--- config.mk ---
export PLATFORM = sky130hd
export DESIGN_NAME = kth_permutation_unrank
export DESIGN_NICKNAME = d
export VERILOG_FILES = /design/src/hdl/kpu_pkg.sv /design/src/hdl/kth_permutation_unrank.sv /design/src/hdl/kpu_div.sv
export VERILOG_INCLUDE_DIRS = /design/src /design/src/hdl
export SDC_FILE = /design/constraint.sdc
export NUM_CORES = 1
export LEC_CHECK = 0
export BUFFER_PORTS_ARGS = -buffer_cell sky130_fd_sc_hd__buf_2
export CAP_MARGIN = 20
export CORE_MARGIN = 10
export CORE_UTILIZATION = 35
export CTS_CLUSTER_DIAMETER = 100
export DETAILED_ROUTE_END_ITERATION = 8
export SETUP_SLACK_MARGIN = 0.2
export SLEW_MARGIN = 20
export SYNTH_ARGS = -nofsm -noshare
export SYNTH_HDL_FRONTEND = slang
export SYNTH_SLANG_ARGS = --single-unit
--- constraint.sdc ---
create_clock -name clk -period 8.8 [get_ports clk]
set_input_delay 0.44 -clock clk [delete_from_list [all_inputs] [get_ports clk]]
set_output_delay 0.44 -clock clk [all_outputs]
set_load 0.005 [all_outputs]
--- src/hdl/assert_macros.svh ---
// Assertion macros shared by the RTL; they compile away when SYNTHESIS is defined.
`ifndef ASSERT_MACROS_SVH
`define ASSERT_MACROS_SVH

`ifndef SYNTHESIS

// Same-cycle implication, checked on every rising edge outside reset.
`define ASSERT_IMPLY(label, clk, rst_n, ante, cons) \
    label: assert property (@(posedge clk) disable iff (!rst_n) (ante) |-> (cons)) \
        else $error("assertion failed: same-cycle implication");

// Next-cycle implication, checked on every rising edge outside reset.
`define ASSERT_NEXT(label, clk, rst_n, ante, cons) \
    label: assert property (@(posedge clk) disable iff (!rst_n) (ante) |=> (cons)) \
        else $error("assertion failed: next-cycle implication");

`else

`define ASSERT_IMPLY(label, clk, rst_n, ante, cons)
`define ASSERT_NEXT(label, clk, rst_n, ante, cons)

`endif

`endif

--- src/hdl/kpu_pkg.sv ---
// Package for the permutation unranking block: widths, types and factorial table.
package kpu_pkg;

    localparam int SIZE_W  = 4;
    localparam int RANK_W  = 29;
    localparam int DIGIT_W = 4;
    localparam int QUOT_W  = 4;
    localparam int STEP_W  = 2;
    localparam int SHIFT_W = RANK_W + QUOT_W - 1;

    typedef enum logic [1:0] {
        ST_IDLE,
        ST_DIV,
        ST_EMIT
    } kpu_state_t;

    typedef struct packed {
        logic              done;
        logic [QUOT_W-1:0] quot;
        logic [RANK_W-1:0] rem;
    } kpu_div_res_t;

    function automatic logic [RANK_W-1:0] kpu_fact(input logic [SIZE_W-1:0] idx);
        logic [RANK_W-1:0] f;
        begin
            unique case (idx)
                4'd0:    f = 29'd1;
                4'd1:    f = 29'd1;
                4'd2:    f = 29'd2;
                4'd3:    f = 29'd6;
                4'd4:    f = 29'd24;
                4'd5:    f = 29'd120;
                4'd6:    f = 29'd720;
                4'd7:    f = 29'd5040;
                4'd8:    f = 29'd40320;
                4'd9:    f = 29'd362880;
                4'd10:   f = 29'd3628800;
                4'd11:   f = 29'd39916800;
                4'd12:   f = 29'd479001600;
                default: f = '0;
            endcase
            return f;
        end
    endfunction

endpackage

--- src/hdl/kth_permutation_unrank.sv ---
// Top level: k-th lexicographic permutation of 1..n, one element per result item.
// Takes size_n and a one-based rank_k and returns the permutation digits most
// significant first, last set on the final one. A size of 0 or above MAX_N, or
// a rank of 0 or above size_n!, gives a single item with digit 0, last 1 and
// error 1. One item is worked on at a time; req_stall is high from acceptance
// until the final result item has been taken. Each digit comes from the
// shared restoring divider (one compare-subtract per quotient bit against the
// remaining factorial) and is then held in the output register until taken.
module kth_permutation_unrank #(
    parameter int MAX_N = 12
) (
    input  logic                         clk,
    input  logic                         rst_n,
    // request channel
    input  logic                         req_valid,
    output logic                         req_stall,
    input  logic [kpu_pkg::SIZE_W-1:0]   size_n,
    input  logic [kpu_pkg::RANK_W-1:0]   rank_k,
    // response channel
    output logic                         rsp_valid,
    input  logic                         rsp_stall,
    output logic [kpu_pkg::DIGIT_W-1:0]  digit,
    output logic                         last,
    output logic                         error
);
    import kpu_pkg::*;

    localparam int CNT_W = $clog2(MAX_N + 1);
    localparam int IDX_W = (MAX_N > 1) ? $clog2(MAX_N) : 1;

    kpu_state_t          state_reg, state_next;

    // pool of unused values, kept in ascending order
    logic [DIGIT_W-1:0]  pool_reg [MAX_N];
    logic [CNT_W-1:0]    count_reg;
    logic [RANK_W-1:0]   rem_reg;
    logic [DIGIT_W-1:0]  digit_reg;
    logic                last_reg;
    logic                err_reg;

    logic                bad;
    logic                div_start;
    logic [RANK_W-1:0]   div_dividend;
    logic [SIZE_W-1:0]   fact_idx;
    kpu_div_res_t        div_res;
    logic [QUOT_W-1:0]   quot_clamp;
    logic [IDX_W-1:0]    sel_idx;
    logic                req_take;
    logic                rsp_take;

    // input range check against n!
    assign bad = (size_n == '0) || (size_n > SIZE_W'(MAX_N)) ||
                 (rank_k == '0) || (rank_k > kpu_fact(size_n));

    assign req_take = req_valid && !req_stall;
    assign rsp_take = rsp_valid && !rsp_stall;

    // first digit divides k-1 by (n-1)!; later ones use the kept remainder
    assign div_dividend = (state_reg == ST_IDLE) ? (rank_k - 1'b1) : rem_reg;
    assign fact_idx     = (state_reg == ST_IDLE) ? (size_n - 1'b1)
                                                 : SIZE_W'(count_reg - 1'b1);

    kpu_div u_div (
        .clk      (clk),
        .rst_n    (rst_n),
        .start    (div_start),
        .dividend (div_dividend),
        .divisor  (kpu_fact(fact_idx)),
        .res      (div_res)
    );

    // quotient is always below count for an in-range rank; clamp for safety
    assign quot_clamp = (div_res.quot >= QUOT_W'(count_reg)) ?
                        QUOT_W'(count_reg - 1'b1) : div_res.quot;
    assign sel_idx    = IDX_W'(quot_clamp);

    // sequencer: next state
    always_comb
    begin
        state_next = state_reg;
        unique case (state_reg)
            ST_IDLE:
            begin
                if (req_valid)
                    state_next = bad ? ST_EMIT : ST_DIV;
            end
            ST_DIV:
            begin
                if (div_res.done)
                    state_next = ST_EMIT;
            end
            ST_EMIT:
            begin
                if (!rsp_stall)
                    state_next = last_reg ? ST_IDLE : ST_DIV;
            end
            default:
                state_next = ST_IDLE;
        endcase
    end

    // sequencer: outputs
    always_comb
    begin
        req_stall = 1'b1;
        rsp_valid = 1'b0;
        div_start = 1'b0;
        unique case (state_reg)
            ST_IDLE:
            begin
                req_stall = 1'b0;
                div_start = req_valid && !bad;
            end
            ST_DIV:
            begin
            end
            ST_EMIT:
            begin
                rsp_valid = 1'b1;
                div_start = !rsp_stall && !last_reg;
            end
            default:
            begin
            end
        endcase
    end

    always_ff @(posedge clk or negedge rst_n)
    begin
        if (!rst_n)
            state_reg <= ST_IDLE;
        else
            state_reg <= state_next;
    end

    // datapath: pool, count, remainder and the output register
    always_ff @(posedge clk)
    begin
        if (req_take)
        begin
            if (bad)
            begin
                digit_reg <= '0;
                last_reg  <= 1'b1;
                err_reg   <= 1'b1;
            end
            else
            begin
                for (int i = 0; i < MAX_N; i++)
                    pool_reg[i] <= DIGIT_W'(i + 1);
                count_reg <= CNT_W'(size_n);
            end
        end
        else if ((state_reg == ST_DIV) && div_res.done)
        begin
            digit_reg <= pool_reg[sel_idx];
            last_reg  <= (count_reg == CNT_W'(1));
            err_reg   <= 1'b0;
            count_reg <= count_reg - 1'b1;
            rem_reg   <= div_res.rem;
            // close the gap left by the taken entry
            for (int j = 0; j < MAX_N - 1; j++)
                if (IDX_W'(j) >= sel_idx)
                    pool_reg[j] <= pool_reg[j + 1];
        end
    end

    assign digit = digit_reg;
    assign last  = last_reg;
    assign error = err_reg;

`include "assert_macros.svh"

    // an error item is a lone item: last set, digit zero
    `ASSERT_IMPLY(a_err_single, clk, rst_n, rsp_valid && error, last && (digit == '0))
    // divider finishes only while the sequencer waits on it
    `ASSERT_IMPLY(a_done_in_div, clk, rst_n, div_res.done, state_reg == ST_DIV)
    // a digit is never computed from an empty pool
    `ASSERT_IMPLY(a_pool_nonempty, clk, rst_n, state_reg == ST_DIV, count_reg != '0)
    // taking the final item frees the block
    `ASSERT_NEXT(a_last_frees, clk, rst_n, rsp_take && last, state_reg == ST_IDLE)
    // an accepted item always starts work or gives its error item
    `ASSERT_NEXT(a_take_busy, clk, rst_n, req_take, state_reg != ST_IDLE)

endmodule

--- src/hdl/kpu_div.sv ---
// Restoring divider for a small quotient: one compare-subtract per cycle.
module kpu_div (
    input  logic                        clk,
    input  logic                        rst_n,
    input  logic                        start,
    input  logic [kpu_pkg::RANK_W-1:0]  dividend,
    input  logic [kpu_pkg::RANK_W-1:0]  divisor,
    output kpu_pkg::kpu_div_res_t       res
);
    import kpu_pkg::*;

    logic                busy_reg,  busy_next;
    logic [STEP_W-1:0]   step_reg,  step_next;
    logic [RANK_W-1:0]   rem_reg,   rem_next;
    logic [RANK_W-1:0]   div_reg,   div_next;
    logic [QUOT_W-1:0]   quot_reg,  quot_next;

    logic [SHIFT_W-1:0]  shifted;
    logic [SHIFT_W-1:0]  rem_ext;
    logic [SHIFT_W-1:0]  diff;
    logic                ge;

    // trial subtract of divisor << step
    assign shifted = SHIFT_W'(div_reg) << step_reg;
    assign rem_ext = SHIFT_W'(rem_reg);
    assign diff    = rem_ext - shifted;
    assign ge      = (rem_ext >= shifted);

    always_comb
    begin
        busy_next = busy_reg;
        step_next = step_reg;
        rem_next  = ge ? RANK_W'(diff) : rem_reg;
        div_next  = div_reg;
        quot_next = {quot_reg[QUOT_W-2:0], ge};
        if (start)
        begin
            busy_next = 1'b1;
            step_next = STEP_W'(QUOT_W - 1);
            rem_next  = dividend;
            div_next  = divisor;
            quot_next = '0;
        end
        else if (busy_reg)
        begin
            step_next = step_reg - 1'b1;
            if (step_reg == '0)
                busy_next = 1'b0;
        end
    end

    always_ff @(posedge clk or negedge rst_n)
    begin
        if (!rst_n)
        begin
            busy_reg <= 1'b0;
            step_reg <= '0;
        end
        else
        begin
            busy_reg <= busy_next;
            step_reg <= step_next;
        end
    end

    always_ff @(posedge clk)
    begin
        rem_reg  <= rem_next;
        div_reg  <= div_next;
        quot_reg <= quot_next;
    end

    // final step: results are the values the last step produces
    assign res.done = busy_reg && (step_reg == '0);
    assign res.quot = {quot_reg[QUOT_W-2:0], ge};
    assign res.rem  = ge ? RANK_W'(diff) : rem_reg;

endmodule
* Word level (Yosys, flattened, before mapping) *
Memory sizes are Yosys's and may differ from the RTL's. A register that Yosys moved wholly into a read port is not among the register bits.
Index checks and enable logic that the tools add are counted.

storage, ports and cells
  register bits = 105
  RAM bits = 48
  bits in read-only memories = 896
  output and inout port bits = 8
  memories kept = 3

cells by class
  add/subtract/negate cells = 5
  $lt $le $gt $ge = 15
  eq/ne operators = 8
  shifts and indexed selects = 1
  multiplexer cells = 88
  bitwise logic cells = 12
  reduce and logical (&&, ||, !) cells = 21

memories
  memory            words  bits a word  rd ports  clocked after Yosys merged registers in  write ports  line                          RTL
  (name not given)  16     28           1         1                                        0            kpu_pkg.sv:26                 unique case (idx)
  (name not given)  16     28           1         0                                        0            kpu_pkg.sv:26
  pool_reg          12     4            12        0                                        12           kth_permutation_unrank.sv:34  logic [DIGIT_W-1:0] pool_reg [MAX_N];

operators by type and width
  operator                                                                             count
  29-bit two-way mux                                                                   3
  4-bit two-way mux                                                                    19
  1-bit two-way mux                                                                    58
  29-bit by 32-bit greater-or-equal comparator with 1-bit output                       1
  29-bit by 2-bit left shift with 32-bit output                                        1
  29-bit greater-than comparator                                                       1
  29-bit logical NOT                                                                   1
  29-bit by 1-bit subtractor with 29-bit output (second input constant)                1
  29-bit subtractor                                                                    1
  3-bit by 4-bit greater-or-equal comparator with 1-bit output (first input constant)  4
  4-bit greater-or-equal comparator (first input constant)                             3
  2-bit two-way mux                                                                    6
  1-bit bitwise OR                                                                     11
  2-bit != test (second input constant)                                                5
  1-bit by 4-bit greater-or-equal comparator with 1-bit output (first input constant)  2
  2-bit by 4-bit greater-or-equal comparator with 1-bit output (first input constant)  2
  4-bit by 1-bit subtractor with 4-bit output (second input constant)                  2
  2-bit one-hot mux with 3 select lines                                                1
  2-bit AND reduction                                                                  3
  1-bit logical AND                                                                    5
  4-bit by 1-bit == test with 1-bit output (second input constant)                     1
  4-bit greater-or-equal comparator                                                    1
  4-bit greater-than comparator (second input constant)                                1
  2-bit logical NOT                                                                    2
  10 further kinds                                                                     15

* Depth between registers and ports, before layout *
Gate-level depths: netlist of run 1.

  depth in word-level cells = 10
  mapped depth = 26

* Cells and area by module *
A second synthesis of run 1 with hierarchy kept.

unflattened totals
  cells, all modules = 1,072
  area, all modules = 10,520.1 sq um

by module, submodules not included
  module                  instances  cells an instance  area an instance (sq um)  sequential area each (sq um)
  kth_permutation_unrank  1          582                5,562.8                   2,392.3
  kpu_div                 1          490                4,957.3                   1,586.5

* Least setup slack after synthesis of run 1 *
No wires, ideal clock.

  kind = reg-to-reg
  start point = register u_div.step_reg[1]
  end point = memory pool_reg[2][0], enable pin
  data arrival time = 5,528 ps
  data required time = 8,540 ps
  setup slack = 3,012 ps
  cell stages (with the launch flop) = 22
  clock period less this slack = 5,788 ps
  path through = dfrtp_1 clkbuf_1 buf_1 o21ai_0 mux2_2 ha_1 nand4_1 or4b_1 or2_0 o32ai_2 o31ai_2 clkbuf_1 buf_1 ha_1 o21ai_0 a21oi_1 clkbuf_1 nor2_1 a21oi_1 clkbuf_1 a21oi_1 or2_2

RTL lines
  item                    line                          RTL
  from (decl)             kpu_div.sv:13                 logic [STEP_W-1:0] step_reg, step_next;
  from (signal assigned)  kpu_div.sv:62                 step_reg <= step_next;
  to (decl)               kth_permutation_unrank.sv:34

==> flow_results.org, run 1 <==
** Drt
- In the routed layout, each cell is associated on average with a via count of 5.36.
- Vias after detailed routing :: 8019
- For this run, design rule violations remaining after detail routing come to 0.
- The routed design has 26400 µm of wire.
- Per-cell routed wire length :: 17.6 µm
- Antenna-violating nets left :: 0
- DRT iter0 DRCs :: 592
- The first detailed-routing pass ran for 6 iterations.

** Worst setup path
- Data required time at the worst endpoint :: 8.87 ns
- CP Depth :: 20
- Highest net fanout along the worst path :: 39
- Worst reg2reg path depth :: 20
- Worst-case register-to-register setup slack :: 2.89 ns
- Endpoint arrival time on the critical path :: 5.98 ns
- Critical path's top delay family :: simple AND/OR/NAND/NOR gates
- R2r startpoint :: u_div.step_reg[0]
- Among the stages of the critical path, the cell type that occurs most often is sky130_fd_sc_hd__buf_4.
- The critical path is of the register to register type.
- The worst setup path is launched from a register.
- Worst r2r dst :: pool_reg[0][2]
- CP max stage cell :: sky130_fd_sc_hd__or4b_1
- Count of buffer and inverter cells on the critical path :: 5
- Category of the worst setup path capture point :: register
- Cell-by-cell listing of the critical path :: buf_4 -> inv_1 -> and3_1 -> a21oi_1 -> ha_1 -> nand4_1 -> or4b_1 -> or2_0 -> o32ai_2 -> o31ai_4 -> ha_1 -> o21ai_0 -> a21oi_1 -> buf_4 -> mux2i_1 -> buf_4 -> nand2_1 -> nor2_1 -> inv_1 -> o21ai_0
- The largest single stage delay on the critical path is 0.62 ns.

** Power
- Maximum vdd ir drop :: 0.000184 V
- Total Power Consumption :: 4.42 mW
- For this design the static power due to leakage is 4.44 nW.
- Dividing total power by cell area gives a power density of 404 nW/µm².

** Cells and area
- Cells with a size suffix above 1 make up 12.4% of the layout.
- Ant diodes :: 0
- Post-layout nets :: 1220
- The register with the most flip-flops in the layout has 39 of them.
- Synth-to-layout area growth :: 12.4%

** Placement
- Routability-driven placement finished with a final weighted congestion of 0.890.
- IO buf count :: 44
- The wire-length estimate of the detail-placed layout is 20300 µm.

** GRT
- Wire length of the first global-routing pass :: 42200 µm
- Initial antenna violation count :: 1
- For this run, the total global-route usage over all layers was measured as 15.0%.
- Global-route congestion overflow total :: 0
- Vias in the first global route :: 7809
- Entering global routing, the biggest net connects 64 pins.

** Min path
- Worst min-delay path class :: primary input to register
- Hold Path Depth :: 2
- End point of the most critical hold path :: state_reg[1]
- The startpoint identified for the worst hold timing path is rsp_stall.

** STA
- For the finished layout, the period the worst path requires is 5.91 ns.
- Between clock sinks in the finished design, the worst skew comes to 0.0175 ns.
- Final number of max-transition violations :: 0
- Of the available clock period, the critical path in the final layout requires 67.2%.
- Max Freq :: 169 MHz
- RSZ-0062 raised after global routing :: false
- At the pin with the least slew margin, the transition time is 0.952 ns.
- The count of final hold-check violations came to 0.
- Final setup fails :: 0
- After routing, the total negative slack on setup checks comes to 0 ns.
- In this run the tightest slew margin relative to its limit is 36.1%.

** Logic synthesis
- Synthesis inferred 136 register bits.
- Primary flip-flop cell chosen by synthesis mapping :: sky130_fd_sc_hd__edfxtp_1
- Sequential fraction of the synthesis area :: 38.3%
- Of all flip-flops after synthesis, the portion carrying an async set or reset was 3.68%.
- The Yosys step of the flow raised 0 warnings.
- When the netlist entered floorplanning its net count stood at 1186.
- In the synthesized netlist, the number of instances is 1072.
- Number of library cell types mapped by synthesis :: 75
- After synthesis, the mean cell area works out to 9.10 µm².
- Netlist area before placement :: 9750 µm²
- EDFF count, synth :: 99

** Clock network
- Clock net sink count :: 136
- TritonCTS built the clock tree.
- Master cell of the clock root buffer :: sky130_fd_sc_hd__clkbuf_16
- Clock transition time at the flip-flop clock pins of the worst setup and hold paths :: 0.06 ns
- After clock tree synthesis, the repair step resized 0 gates.
- # Post-CTS Setup Buffers :: 0
- CTS H-tree lvls :: 4
- Clock tree synthesis inserted a total of 17 buffers.
- Clock insertion delay at the later pin of the skew report :: 0.44 ns
- No sink is reached through more buffers than the 2 on the longest clock path.

** Die
- The floorplan step defined a die boundary enclosing 34900 µm².
- The core region is 27600 µm².
- Initial Utilization :: 35.3%
- Height of the die :: 187 µm
- Die Span X :: 187 µm
- Number of rows created at floorplan :: 61
- Io pins :: 45

** Job
- # Max-Cap Violations :: 0

** Status
- Result of the run :: finished clean
metal layers:
metal  GRT usage, %  part of all wire, %
met5              0                0.042
met3           3.49                  4.9
met4           4.65                  1.8
met2           25.4                   49
met1           18.5                   44
layout make-up:
cell class	instances	area (µm²)
flip-flops and latches	136	3740
inverters	55	206
multi-input cells	839	5640
clock buffers	20	437
clock inverters	12	144
fillers	2772	16700
well taps	378	473
repair buffers	57	320
cells in the mapped netlist (all sizes together), types with 22 or more instances:
master	instances	area, µm²
a21o	30	225
a21oi	71	355
clkbuf	26	98.8
dfxtp	32	641
edfxtp	99	2970
ha	76	951
inv	55	206
mux2	24	270
mux2i	25	250
nand2	125	469
nor2	94	353
nor3	29	150
o21ai	93	469
xnor2	32	280
xor2	22	193
how the worst max path moves through the flow:
| stage | start | endpoint | slack (ns) |
|---|---|---|---|
| after CTS | u_div.step_reg[0] | pool_reg[0][0] | 2.93 |
| after detailed placement | u_div.step_reg[0] | pool_reg[0][1] | 3.00 |
| after floorplan | u_div.step_reg[1] | pool_reg[2][0] | 3.01 |
| after global routing | u_div.step_reg[0] | pool_reg[0][2] | 2.29 |
| final | u_div.step_reg[0] | pool_reg[0][2] | 2.89 |
| after global placement | u_div.step_reg[0] | pool_reg[0][1] | 3.08 |
placed cells by master (no fill, tap or decap), types with 5 or more instances in the layout:
master                        n
sky130_fd_sc_hd__o21ai_0     88
sky130_fd_sc_hd__a31oi_1      9
sky130_fd_sc_hd__o21a_1      11
sky130_fd_sc_hd__dfxtp_1     32
sky130_fd_sc_hd__clkbuf_16   17
sky130_fd_sc_hd__or2_2       12
sky130_fd_sc_hd__o31ai_1      7
sky130_fd_sc_hd__mux2_2      24
sky130_fd_sc_hd__o211ai_1    10
sky130_fd_sc_hd__nor2_1      93
sky130_fd_sc_hd__or4_1        5
sky130_fd_sc_hd__and2_1      15
sky130_fd_sc_hd__nand4_1      8
sky130_fd_sc_hd__and3_1      13
sky130_fd_sc_hd__a21o_1      30
sky130_fd_sc_hd__or3_1       10
sky130_fd_sc_hd__nor4_1       7
sky130_fd_sc_hd__buf_2       44
sky130_fd_sc_hd__edfxtp_1    99
sky130_fd_sc_hd__inv_1       55
sky130_fd_sc_hd__buf_4       12
sky130_fd_sc_hd__nand2b_1    10
sky130_fd_sc_hd__mux2i_1     25
sky130_fd_sc_hd__a211oi_1    16
sky130_fd_sc_hd__xor2_1      22
sky130_fd_sc_hd__xnor2_1     32
sky130_fd_sc_hd__mux4_2       5
sky130_fd_sc_hd__ha_1        76
sky130_fd_sc_hd__nand2_1    125
sky130_fd_sc_hd__nand3_1     11
sky130_fd_sc_hd__nor3_1      28
sky130_fd_sc_hd__a21oi_1     70
sky130_fd_sc_hd__nor2b_1     16
sky130_fd_sc_hd__dfrtp_1      5
what timing repair did:
item,CTS,global route
endpoints found under the hold margin,5,0
setup endpoints to repair,0,0
hold buffers,1,0
where the power goes:
group | total [mW] | internal, mW | leakage, nW | switching [mW]
registers | 1.03 | 0.931 | 1.20 | 0.0991
clock network | 0.711 | 0.421 | 0.277 | 0.289
logic | 2.68 | 1.07 | 2.97 | 1.61
total | 4.42 | 2.42 | 4.44 | 2.00
cell families (layout without fill, tap and decap cells):
| family | count (synthesis) | in the layout | synth area share, % |
|---|---|---|---|
| and+or+nand+nor | 373 | 373 | 18.4 |
| xor gates and xnor gates | 54 | 54 | 4.85 |
| muxes | 54 | 54 | 6.49 |
| AOI/OAI and AO/OA | 281 | 281 | 18.0 |
| DFF | 136 | 136 | 38.3 |
| adders and majority gates | 77 | 77 | 9.96 |
| buffers and inverters | 97 | 144 | 3.98 |
metrics by stage:
stage	utilization (%)	cells	setup WS, ns	cell area [µm²]	hold WS, ns
after floorplan	-	1072	3.01	9750	0.144
after global placement	37.5	1464	3.08	10400	0.274
after detailed placement	37.5	1464	3.00	10400	0.273
after CTS	39.7	1497	2.93	11000	0.266
after global routing	39.7	1497	2.29	11000	0.275
final	39.7	1497	2.89	11000	0.280
worst register-to-register path, cell delays in order, from the launching register on:
cell                      delay [ns]
sky130_fd_sc_hd__dfrtp_1        0.36
sky130_fd_sc_hd__buf_4          0.25
sky130_fd_sc_hd__inv_1          0.32
sky130_fd_sc_hd__and3_1         0.23
sky130_fd_sc_hd__a21oi_1        0.05
sky130_fd_sc_hd__ha_1           0.44
sky130_fd_sc_hd__nand4_1        0.24
sky130_fd_sc_hd__or4b_1         0.62
sky130_fd_sc_hd__or2_0          0.27
sky130_fd_sc_hd__o32ai_2        0.32
sky130_fd_sc_hd__o31ai_4        0.11
sky130_fd_sc_hd__ha_1           0.32
sky130_fd_sc_hd__o21ai_0        0.06
sky130_fd_sc_hd__a21oi_1        0.12
sky130_fd_sc_hd__buf_4          0.25
sky130_fd_sc_hd__mux2i_1        0.21
sky130_fd_sc_hd__buf_4          0.21
sky130_fd_sc_hd__nand2_1        0.22
sky130_fd_sc_hd__nor2_1         0.39
sky130_fd_sc_hd__inv_1          0.10
sky130_fd_sc_hd__o21ai_0        0.43
Power figures use the tool's default switching activity.
==> run 2, diff against run 1 <==
==> constraint.sdc (replaced) <==
create_clock -name clk -period 5.2 [get_ports clk]
set_input_delay 0.26 -clock clk [delete_from_list [all_inputs] [get_ports clk]]
set_output_delay 0.26 -clock clk [all_outputs]
set_load 0.005 [all_outputs]
==> run 2 against run 1 <==
Effect of this change:
- flip-flop and latch count unchanged
- utilization up 2.1 points
- combinational power up 92%
- routed wire length up 5.7%
- power up 85%
- count of clock-buffer cells in the layout down 3
- register-to-register slack worse by 2.6 ns
- final cell count up 2.5%
- critical path depth unchanged
- via count up 1.2%
- largest power group unchanged
- highest routed layer is now met4
==> flow_results.org, run 2 (synthesis gave the netlist of run 1 again) <==
** Status
- Result of the run :: finished clean

** STA
- Setup repair after global routing could not meet its margin everywhere.
- Setup violations remaining at the end of the flow were counted as 0.
- Measured against its own limit, the worst slew margin works out to 33.2%.
- The clock arrives with 0.0105 ns of skew.
- Max Freq :: 205 MHz
- Counting I/O delays and the setup requirement, the final critical path takes 4.88 ns.
- Transition time at the pin with the least slew margin :: 1.00 ns
- In the final timing run, aggregate negative setup slack is 0 ns.
- Of the available clock period, the critical path in the final layout requires 93.9%.
- The final count of pins violating max slew came to 0.
- Hold violation count in the final report :: 0

** Worst setup path
- Largest incremental delay on the critical path :: 0.55 ns
- The worst register-to-register path has a depth of 20.
- The worst setup path is captured at a register.
- Data on the critical path arrives at its endpoint at 5.08 ns.
- Data on the critical path is required at its endpoint by 5.40 ns.
- The signal on the critical path passes through buf_12 -> nand2b_1 -> o211ai_1 -> o21ai_1 -> inv_1 -> ha_4 -> nand4_1 -> or4b_4 -> or2_0 -> o32ai_2 -> o31ai_4 -> ha_4 -> o21ai_2 -> a21oi_4 -> buf_12 -> nor3_1 -> a31oi_1 -> a21oi_1 -> buf_4 -> or2_2.
- Highest net fanout along the worst path :: 19
- CP max stage cell :: sky130_fd_sc_hd__or4b_4
- Critical path's top delay family :: compound AO/OA/AOI/OAI gates
- STA classifies the critical path startpoint as a register.
- Counting buffers and inverters, the worst setup path is 20 cells deep.
- The critical path contains buffers and inverters numbering 4 combined.
- The worst setup path is of the register to register kind.

** Power
- Portion of total power attributed to sequential cells :: 21.5%
- Cell internal power was estimated by the tool at 4.49 mW.
- Total Power Consumption :: 8.16 mW
- The worst-case IR drop observed on VDD is 0.000285 V.
- Net switching is 45.0% of the power.
- The analysis attributes to net switching a power of 3.67 mW.
- Summed over all cells, the static leakage comes to 4.68 nW.
- Combinational share of power :: 63.1%
- Clock share of power :: 15.4%
- Total power density per cell area :: 707 nW/µm²

** Drt
- Drt via density :: 5.29
- Dividing the detail-routed wire length by the instance count gives 18.2 µm.
- For this run, design rule violations remaining after detail routing come to 0.
- Antenna-violating nets left :: 0
- Total Wirelength :: 27900 µm
- After the first detailed-routing iteration, the DRC count stood at 816.
- Vias after detailed routing :: 8119
- Iteration count of the initial detailed-routing pass :: 8

** Die
- Once the floorplan was initialized, standard cells occupied 35.3% of the core.
- The core region is 27600 µm².
- Row generation in the floorplan step produced 61 rows.
- The die covers 34900 µm².
- Die Span X :: 187 µm
- Io pins :: 45
- The floorplan step set the die height to 187 µm.

** Clock network
- After clock tree synthesis, the clock-pin slew on the worst setup and hold paths is 0.07 ns.
- Buffers inserted during clock tree synthesis total 17.
- The cell sitting at the root of the clock tree is a sky130_fd_sc_hd__clkbuf_16.
- Counting along the longest clock path gives a buffer depth of 2.
- CTS H-tree lvls :: 4
- CTS tree :: yes
- Clock insertion delay at the later pin of the skew report :: 0.44 ns
- The tree built by TritonCTS fans out to 136 sinks.

** Min path
- Worst min-delay path class :: primary input to register
- Hold Path Depth :: 2

** GRT
- Initial antenna violation count :: 0
- Vias in the first global route :: 7696
- The first global-routing pass estimated 43400 µm of wire.
- Entering global routing, the biggest net connects 64 pins.
- Global-route usage over all layers :: 15.4%
- For this run the aggregate overflow at the end of global routing stands at 0.

** Placement
- Input and output buffers added on the ports amount to 44.
- Final HPWL DP :: 21200 µm
- After detailed placement, the design holds a cell count of 1483.
- The congestion estimate from routability-driven global placement came to 0.922.

** Cells and area
- Most common cell after layout, fill and taps aside :: sky130_fd_sc_hd__nand2_1
- After the flow finishes, the layout carries non-filler instances totaling 1534.
- Post-layout nets :: 1256
- Synth-to-layout area growth :: 18.3%
- Top library cells by usage in the layout, fill and taps aside :: sky130_fd_sc_hd__nand2_1 (123), sky130_fd_sc_hd__edfxtp_1 (99), sky130_fd_sc_hd__nor2_1 (89)
- Max FFs per register :: 39
- Share of layout cells above drive strength 1 :: 18.3%

** Job
- # Max-Cap Violations :: 0
## run 2: changes by cell type in the layout (fill, tap and decap cells not counted), sizes merged
cell and change:
buf +35, clkinv -3, inv +7, diode +1
bufinv -1, clkbuf -2
## run 2: path summary, 6_finish.rpt
| kind | from | to | slack, ns |
|---|---|---|---|
| worst max-delay path | u_div.step_reg[1] | pool_reg[9][2] | 0.32 |
| worst min-delay path | rsp_stall | state_reg[1] | 0.06 |
| worst max register to register | u_div.step_reg[1] | pool_reg[9][2] | 0.32 |
| worst min register to register | rem_reg[25] | u_div.rem_reg[25] | 0.53 |
| max in group asynchronous | rst_n | state_reg[0] | 4.78 |
| min in group asynchronous | rst_n | u_div.step_reg[1] | 0.21 |
## run 2: worst register-to-register path, delay by kind of cell, from the launching register on
family	cells	cell delay, ns
AND/OR/NAND/NOR	6	1.40
AO/OA/AOI/OAI	8	1.56
adder cells (fa/ha/maj)	2	0.63
flip-flops	1	0.42
buffers and inverters	4	0.63
## run 2: layout make-up
class | count | area (µm²)
multi-input combinational | 839 | 5840
timing repair buffer | 93 | 678
inverter | 55 | 206
fill | 2741 | 16100
sequential | 136 | 3740
clock inverter | 15 | 173
antenna | 1 | 2.50
tap | 378 | 473
clock buffer | 17 | 425
## run 2: timing repair
action	in CTS	in global routing
gates resized for setup	1	34
endpoints found under the setup margin	10	60
gates cloned	0	1
hold endpoints to repair	5	0
hold buffers	1	0
pin swaps	2	12
buffers inserted	3	13
## run 2: metal layers
metal | vias up | global-route usage [%] | wire length [µm]
met3 | 27 | 2.98 | 1700
met5 | - | 0 | 0
met1 | 3830 | 22.4 | 13800
met2 | 225 | 22.8 | 12100
met4 | 0 | 3.88 | 320
li1 | 4037 | - | -
## run 2: metrics by stage
stage,setup slack [ns],instance area (µm²),util [%],hold slack [ns]
3_5_place_dp,0.127,10600,38.5,0.137
5_1_grt,0.170,11500,41.8,0.0559
6_report,0.318,11500,41.8,0.0588
2_1_floorplan,0.216,9940,-,-0.0356
4_1_cts,0.216,11300,40.8,0.0477
3_3_place_gp,0.263,10600,38.5,0.133
## run 2: power by group through the flow
stage | clock network [mW] | registers (mW) | logic [mW]
final | 1.25 | 1.76 | 5.15
after CTS | 1.27 | 1.75 | 4.85
after floorplan | 0 | 1.70 | 3.72
after global routing | 1.32 | 1.78 | 5.71
after detailed placement | 0 | 1.77 | 4.79
after global placement | 0 | 1.77 | 4.76
